$ cat src/sv/ias_pkg.sv
`timescale 1ns / 1ps
// ----------------------------------------------------------------------------
// ias_pkg: shared definitions for the indexed array store
// Storage sizes, field widths, command and status codes, and the per-cell
// control word that travels from the controller to the cell chain.
// ----------------------------------------------------------------------------
package ias_pkg;

    localparam int DEPTH      = 16;
    localparam int WORD_WIDTH = 32;

    // Fixed widths of the interface fields.
    localparam int CMD_W       = 2;
    localparam int INDEX_W     = 4;
    localparam int VALUE_W     = 32;
    localparam int COUNT_OUT_W = 5;
    localparam int STATUS_W    = 2;

    // Internal widths derived from the storage size.
    localparam int CNT_W  = $clog2(DEPTH + 1);
    localparam int ADDR_W = $clog2(DEPTH);
    localparam int CMP_W  = (CNT_W > INDEX_W) ? CNT_W : INDEX_W;

    typedef logic [WORD_WIDTH-1:0] word_t;

    typedef enum logic [CMD_W-1:0] {
        CMD_PUSH   = 2'd0,
        CMD_POP    = 2'd1,
        CMD_INSERT = 2'd2,
        CMD_READ   = 2'd3
    } cmd_t;

    typedef enum logic [STATUS_W-1:0] {
        ST_OK    = 2'd0,
        ST_FULL  = 2'd1,
        ST_EMPTY = 2'd2,
        ST_RANGE = 2'd3
    } status_t;

    // load: take the incoming word; shift: take the word of the lower neighbour.
    typedef struct packed {
        logic load;
        logic shift;
    } cell_ctrl_t;

endpackage

$ cat src/sv/ias_cell.sv
`timescale 1ns / 1ps
// ----------------------------------------------------------------------------
// ias_cell: one storage cell of the array chain
// Holds one element word. It either loads the new word, takes the word of
// its lower neighbour during an insert, or keeps its contents.
// ----------------------------------------------------------------------------
module ias_cell (
    input  logic                clk,
    input  ias_pkg::cell_ctrl_t ctrl,
    input  ias_pkg::word_t      left_word,
    input  ias_pkg::word_t      new_word,
    output ias_pkg::word_t      word
);

    ias_pkg::word_t word_reg;
    ias_pkg::word_t word_next;

    always_comb
    begin
        word_next = word_reg;
        if (ctrl.load)
        begin
            word_next = new_word;
        end
        else if (ctrl.shift)
        begin
            word_next = left_word;
        end
    end

    // Element contents are undefined until written, so the cell has no reset.
    always_ff @(posedge clk)
    begin
        word_reg <= word_next;
    end

    assign word = word_reg;

endmodule

$ cat src/sv/indexed_array_store.sv
`timescale 1ns / 1ps
// ----------------------------------------------------------------------------
// indexed_array_store: fixed-capacity ordered array of words
// Push, pop, insert at index and read at index over a chain of cells.
// ----------------------------------------------------------------------------
// The block takes one command in every clock cycle: busy never rises, and
// each result appears on the result ports, marked by done, in the cycle
// after its command was transferred and for that cycle only. An insert moves
// every element above the index up by one cell in that same cycle, since each
// cell of the chain loads its lower neighbour in parallel; the single read
// selector over the cells serves both pop and read. No clearing pass follows
// reset: the element count is cleared and entries beyond it are never read.
// ----------------------------------------------------------------------------
module indexed_array_store (
    input  logic                                clk,
    input  logic                                rst_n,
    input  logic                                start,
    output logic                                busy,
    input  logic [ias_pkg::CMD_W-1:0]           command,
    input  logic [ias_pkg::INDEX_W-1:0]         index,
    input  logic signed [ias_pkg::VALUE_W-1:0]  value,
    output logic                                done,
    output logic signed [ias_pkg::VALUE_W-1:0]  read_value,
    output logic [ias_pkg::COUNT_OUT_W-1:0]     element_count,
    output logic [ias_pkg::STATUS_W-1:0]        status
);

    logic [ias_pkg::CNT_W-1:0]   count_reg;
    logic [ias_pkg::CNT_W-1:0]   count_next;
    logic                        done_reg;
    logic [ias_pkg::VALUE_W-1:0] res_value_reg;
    logic [ias_pkg::VALUE_W-1:0] res_value_next;
    logic [ias_pkg::CNT_W-1:0]   res_count_reg;
    ias_pkg::status_t            res_status_reg;
    ias_pkg::status_t            res_status_next;

    logic                        accept;
    logic                        full;
    logic                        empty;
    logic                        push_ok;
    logic                        pop_ok;
    logic                        ins_ok;
    logic                        rd_ok;
    logic [ias_pkg::CMP_W-1:0]   cnt_ext;
    logic [ias_pkg::CMP_W-1:0]   pos_ext;
    logic [ias_pkg::CNT_W-1:0]   cnt_dec;
    logic [ias_pkg::ADDR_W-1:0]  rd_addr;
    logic [ias_pkg::ADDR_W-1:0]  pos_addr;
    logic [ias_pkg::ADDR_W-1:0]  tail_addr;
    ias_pkg::word_t              new_word;
    ias_pkg::word_t              rd_word;
    ias_pkg::word_t              cell_word [ias_pkg::DEPTH];
    ias_pkg::cell_ctrl_t         cell_ctrl [ias_pkg::DEPTH];

    assign busy     = 1'b0;
    assign accept   = start && !busy;
    assign cnt_ext  = ias_pkg::CMP_W'(count_reg);
    assign pos_ext  = ias_pkg::CMP_W'(index);
    assign full     = (count_reg == ias_pkg::CNT_W'(ias_pkg::DEPTH));
    assign empty    = (count_reg == '0);
    assign cnt_dec  = count_reg - ias_pkg::CNT_W'(1);
    assign pos_addr = pos_ext[ias_pkg::ADDR_W-1:0];
    assign tail_addr = count_reg[ias_pkg::ADDR_W-1:0];
    assign new_word = ias_pkg::WORD_WIDTH'($unsigned(value));

    always_comb
    begin
        push_ok         = 1'b0;
        pop_ok          = 1'b0;
        ins_ok          = 1'b0;
        rd_ok           = 1'b0;
        res_status_next = ias_pkg::ST_OK;
        rd_addr         = pos_addr;
        case (ias_pkg::cmd_t'(command))
            ias_pkg::CMD_PUSH:
            begin
                if (full)
                begin
                    res_status_next = ias_pkg::ST_FULL;
                end
                else
                begin
                    push_ok = 1'b1;
                end
            end
            ias_pkg::CMD_POP:
            begin
                rd_addr = cnt_dec[ias_pkg::ADDR_W-1:0];
                if (empty)
                begin
                    res_status_next = ias_pkg::ST_EMPTY;
                end
                else
                begin
                    pop_ok = 1'b1;
                end
            end
            ias_pkg::CMD_INSERT:
            begin
                // The full check takes precedence over the index check.
                if (full)
                begin
                    res_status_next = ias_pkg::ST_FULL;
                end
                else if (pos_ext > cnt_ext)
                begin
                    res_status_next = ias_pkg::ST_RANGE;
                end
                else
                begin
                    ins_ok = 1'b1;
                end
            end
            default:
            begin
                if (pos_ext >= cnt_ext)
                begin
                    res_status_next = ias_pkg::ST_RANGE;
                end
                else
                begin
                    rd_ok = 1'b1;
                end
            end
        endcase
    end

    assign rd_word        = cell_word[rd_addr];
    assign res_value_next = (pop_ok || rd_ok) ? ias_pkg::VALUE_W'(rd_word) : '0;

    always_comb
    begin
        count_next = count_reg;
        if (accept)
        begin
            if (push_ok || ins_ok)
            begin
                count_next = count_reg + ias_pkg::CNT_W'(1);
            end
            else if (pop_ok)
            begin
                count_next = cnt_dec;
            end
        end
    end

    // Cell k loads the new word when it is the target of a push or insert,
    // and takes its lower neighbour's word when it lies above an insert point.
    for (genvar k = 0; k < ias_pkg::DEPTH; k++)
    begin : g_cell
        localparam logic [ias_pkg::ADDR_W-1:0] CELL_ADDR = ias_pkg::ADDR_W'(k);

        assign cell_ctrl[k].load  = accept && ((push_ok && (tail_addr == CELL_ADDR)) ||
                                               (ins_ok && (pos_addr == CELL_ADDR)));
        assign cell_ctrl[k].shift = accept && ins_ok && (CELL_ADDR > pos_addr);

        if (k == 0)
        begin : g_first
            ias_cell u_cell (
                .clk       (clk),
                .ctrl      (cell_ctrl[k]),
                .left_word (new_word),
                .new_word  (new_word),
                .word      (cell_word[k])
            );
        end
        else
        begin : g_rest
            ias_cell u_cell (
                .clk       (clk),
                .ctrl      (cell_ctrl[k]),
                .left_word (cell_word[k-1]),
                .new_word  (new_word),
                .word      (cell_word[k])
            );
        end
    end

    always_ff @(posedge clk or negedge rst_n)
    begin
        if (!rst_n)
        begin
            count_reg <= '0;
            done_reg  <= 1'b0;
        end
        else
        begin
            count_reg <= count_next;
            done_reg  <= accept;
        end
    end

    always_ff @(posedge clk)
    begin
        if (accept)
        begin
            res_value_reg  <= res_value_next;
            res_count_reg  <= count_next;
            res_status_reg <= res_status_next;
        end
    end

    assign done          = done_reg;
    assign read_value    = res_value_reg;
    assign element_count = ias_pkg::COUNT_OUT_W'(res_count_reg);
    assign status        = res_status_reg;

`ifndef ASSERT_OFF
    a_count_bound: assert property (@(posedge clk) disable iff (!rst_n)
        count_reg <= ias_pkg::CNT_W'(ias_pkg::DEPTH))
    else $error("element count exceeds the array depth");

    a_done_follows: assert property (@(posedge clk) disable iff (!rst_n)
        (start && !busy) |=> done)
    else $error("accepted command produced no result");

    a_refused_hold: assert property (@(posedge clk) disable iff (!rst_n)
        (accept && (res_status_next != ias_pkg::ST_OK)) |=> (count_reg == $past(count_reg)))
    else $error("refused command changed the element count");

    a_result_count: assert property (@(posedge clk) disable iff (!rst_n)
        done |-> (res_count_reg == count_reg))
    else $error("reported element count differs from the stored count");
`endif

endmodule

$ cat config.mk
export PLATFORM = sky130hd
export DESIGN_NAME = indexed_array_store
export DESIGN_NICKNAME = d
export VERILOG_FILES = /design/src/sv/ias_pkg.sv /design/src/sv/ias_cell.sv /design/src/sv/indexed_array_store.sv
export SDC_FILE = /design/constraint.sdc
export NUM_CORES = 1
export LEC_CHECK = 0
export BUFFER_PORTS_ARGS = -buffer_cell sky130_fd_sc_hd__buf_2
export CORE_MARGIN = 2
export CORE_UTILIZATION = 35
export CTS_BUF_LIST = sky130_fd_sc_hd__clkbuf_4 sky130_fd_sc_hd__clkbuf_8 sky130_fd_sc_hd__clkbuf_16
export DETAILED_ROUTE_END_ITERATION = 10
export GPL_TIMING_DRIVEN = 0
export PLACE_DENSITY_LB_ADDON = 0.12
export RECOVER_POWER = 100
export SYNTH_ARGS = -nofsm -noshare
export SYNTH_HDL_FRONTEND = slang
export SYNTH_SLANG_ARGS = --single-unit
$ cat constraint.sdc
create_clock -name clk -period 4 [get_ports clk]
set_input_delay 0.2 -clock clk [delete_from_list [all_inputs] [get_ports clk]]
set_output_delay 0.2 -clock clk [all_outputs]
set_load 0.005 [all_outputs]
==> results_dict.tcl <==
set metrics [dict create \
    maxSlewViolCount 0 \
    place_hpwl_um 61000 \
    fmax_mhz 256 \
    crit_required_ns 4.34 \
    fin_skew_ns 0.0232 \
    crit_path_cell_trace "inv_1 -> ha_1 -> nand2_1 -> nor3_2 -> nor3b_2 -> and3_1 -> buf_4 -> buf_6 -> a22oi_1 -> buf_2 -> mux2_1" \
    async_flop_share 0.0108 \
    netlist_area_sq_um 28400 \
    p_leak_nw 11.6 \
    syn_avg_cell_area_sq_um 15.5 \
    clkTransAtPathRegs_ns 0.05 \
    grt.busiest_layer "met2" \
    min_to "status[0]" \
    wl_per_cell_um 29.9 \
    grt_start_max_net_pins 47 \
    cts_setup_buffers 0 \
    worst_path_max_delay_cell "a22oi_1" \
    min_path_cells 3 \
    min_path_type "primary input to flop" \
    ir_worst_vdd_uv 357 \
    floorplan.initialDensity 0.353 \
    synth_top_family_by_area "multiplexers" \
    reg2reg_to "g_cell[15].g_rest.u_cell.word[11]" \
    synth_compound_area_frac 0.0592 \
    holdWs_ns 0.142 \
    cts_buffers 67 \
    die_area_sq_um 83500 \
    wirelength_um 93800 \
    synth-xor-area-share 0.00154 \
    final_antenna_net_count 0 \
    cts_tree "done" \
    worstPathArrival_ns 4.24 \
    min-delay-start "command[1]" \
    drc 0 \
    grt_setup_unrepaired "false" \
    r2r_cells 11 \
    die_h_um 289 \
    detailedPlace.worstSlack_ns 0.127 \
    grt_pass1_vias 18100 \
    grt_pass1_wl_um 133000 \
    placed_area_sq_um 30600 \
    gr-usage-met2 0.375 \
    slowest_delay_ns 0.75 \
    crit_type "flop to flop" \
    r2r_slack_ns 0.09 \
    fin_crit_ns 3.91 \
    regToRegStartpoint "cnt_ext[0]" \
    antenna_found_initial 1 \
    grt-ovfl-total 0 \
    clock_sinks 557 \
    largest_reg_flops 480 \
    ioPinCount 82 \
    crit_family "buffers and inverters" \
    gr-usage-met1 0.297 \
    worst_pin_slew_ns 1.46 \
    drive_above_1_share 0.285 \
    synthMuxAreaShare 0.295 \
    grt_usage 0.224 \
    synth.net_count 1879 \
    clk_latency_ns 0.60 \
    ys_types 56 \
    yosys.area_share.simple 0.0226 \
    critPathCaptureType "flop" \
    cp.depth 11 \
    p_per_area_nw_per_um2 535 \
    root_buffer "clkbuf_16" \
    cts_buffer_depth 3 \
    io_buffer_count 79 \
    ys_seq_elements 557 \
    slew_headroom 0.0241 \
    routed-via-count 17400 \
    area_delta_synth_final_pct 13.9 \
    cp_num_buf_inv 4 \
    grtUsageMet3 0.0335 \
    ys_warn_count 0 \
    htree_levels 3 \
    nets 2077 \
    coreArea_sq_um 80400 \
    setup_violations 0 \
    status "finished, final reports clean" \
    via_per_inst 5.55 \
    tns_ns 0 \
    n_fill_cell 7603 \
    synth-edff-count 551 \
    globalplace.congestion 0.828 \
    hold_violations 0 \
    max_cap_viol_count 0 \
    yosysSeqAreaShare 0.588 \
    postLayoutCellArea_sq_um 32400 \
    ys.flop_type "edfxtp_1" \
    synthAdderAreaFrac 0.00396 \
    worstPathMaxFanout 10 \
    fin_ws_ns 0.0948 \
    cp-start-kind "flop" \
    chipWidth_um 289 \
    rows 104 \
    drtIter0Drc 1486 \
    synth_cells 1829 \
    fin_crit_sh 0.976 \
    first_pass_iters 5 \
]
[synthesized netlist by cell type (3+ instances only)]
cell | n | area [sq um]
ha_1 | 9 | 113
mux2i_1 | 258 | 2580
a31oi_2 | 4 | 50.1
nand3_1 | 11 | 55.1
dfrtp_1 | 6 | 150
and3_1 | 5 | 31.3
o21ai_0 | 9 | 45.0
nor2b_1 | 9 | 56.3
o22ai_1 | 33 | 206
a21oi_1 | 3 | 15.0
nand2_1 | 81 | 304
a21o_1 | 3 | 22.5
inv_1 | 10 | 37.5
clkbuf_1 | 56 | 210
a22oi_1 | 131 | 983
mux2_2 | 327 | 3680
a31o_2 | 3 | 26.3
edfxtp_1 | 551 | 16500
nor2_1 | 23 | 86.3
a311oi_1 | 4 | 35.0
buf_2 | 54 | 270
xnor2_1 | 4 | 35.0
mux2_4 | 90 | 1350
buf_4 | 30 | 225
buf_6 | 10 | 113
mux2_1 | 66 | 743
a22o_1 | 3 | 26.3
[tightest hold or removal path, stage by stage]
cell and delay, ns:
buf_2 0.08, buf_2 0.20, a22o_1 0.15
[cell type report]
type                       count  area, sq um  share of cell area
buffer                       150          787              0.0243
multi-input combinational   1112        10500               0.324
inverter                      10         37.5             0.00116
antenna                        1         2.50           0.0000773
clock inverter                33          180             0.00557
tap                         1060         1330              0.0410
sequential                   557        16700               0.516
timing repair buffer         129          935              0.0289
clock buffer                  88         1900              0.0589
[stage by stage]
stage                     power [W]   util  std cells
final                        0.0173  0.402       3140
after global placement       0.0115  0.375       2968
after detailed placement     0.0116  0.380       2984
after CTS                    0.0176  0.410       3139
after global routing         0.0180  0.402       3140
after floorplan             0.00985      -       1829
[report_power, final]
part           internal [W]  total, W  leakage, nW  switching (W)
Combinational       0.00141   0.00409         5.42        0.00268
Sequential          0.00710   0.00731         5.11       0.000207
Clock               0.00341   0.00591         1.04        0.00250
[repair_timing]
action | CTS | global route
gates resized for setup | 0 | 1
hold endpoints to repair | 52 | 0
setup endpoints to repair | 0 | 3
hold buffers | 34 | 0
[metal layers]
metal,part of all wire,wire (um)
met1,0.44,41200
met2,0.48,45200
met3,0.049,4620
met4,0.029,2760
met5,0,0
[layout by cell type (no fill, tap or decap), types with 10 or more instances in the layout]
cell / n
a22oi_1: 132
buf_2: 50
buf_4: 26
clkbuf_1: 113
clkbuf_16: 71
clkbuf_2: 35
clkbuf_4: 20
clkinv_1: 18
clkinv_2: 10
dlygate4sd3_1: 34
edfxtp_1: 551
inv_1: 10
mux2_1: 147
mux2_2: 327
mux2i_1: 258
nand2_1: 81
nand3_1: 11
nor2_1: 22
o22ai_1: 33
[kinds of logic after synthesis]
family | count (synthesis)
AND/OR/NAND/NOR | 142
flip-flops | 557
AO/OA/AOI/OAI | 213
multiplexers | 742
XOR/XNOR | 5
other | 1
adder cells (fa/ha/maj) | 9
buffers and inverters | 160
[how the worst max path moves through the flow]
stage | startpoint | endpoint | slack (ns)
5_1_grt | cnt_ext[0] | g_cell[8].g_rest.u_cell.word[21] | 0.03
6_report | cnt_ext[0] | g_cell[15].g_rest.u_cell.word[11] | 0.09
3_3_place_gp | start | g_cell[13].g_rest.u_cell.word[10] | -4.33
4_1_cts | cnt_ext[0] | read_value[21] | 0.12
2_1_floorplan | cnt_ext[2] | g_cell[14].g_rest.u_cell.word[0] | -0.29
3_5_place_dp | cnt_ext[0] | read_value[21] | 0.13
(Power assumes the default switching activity.)
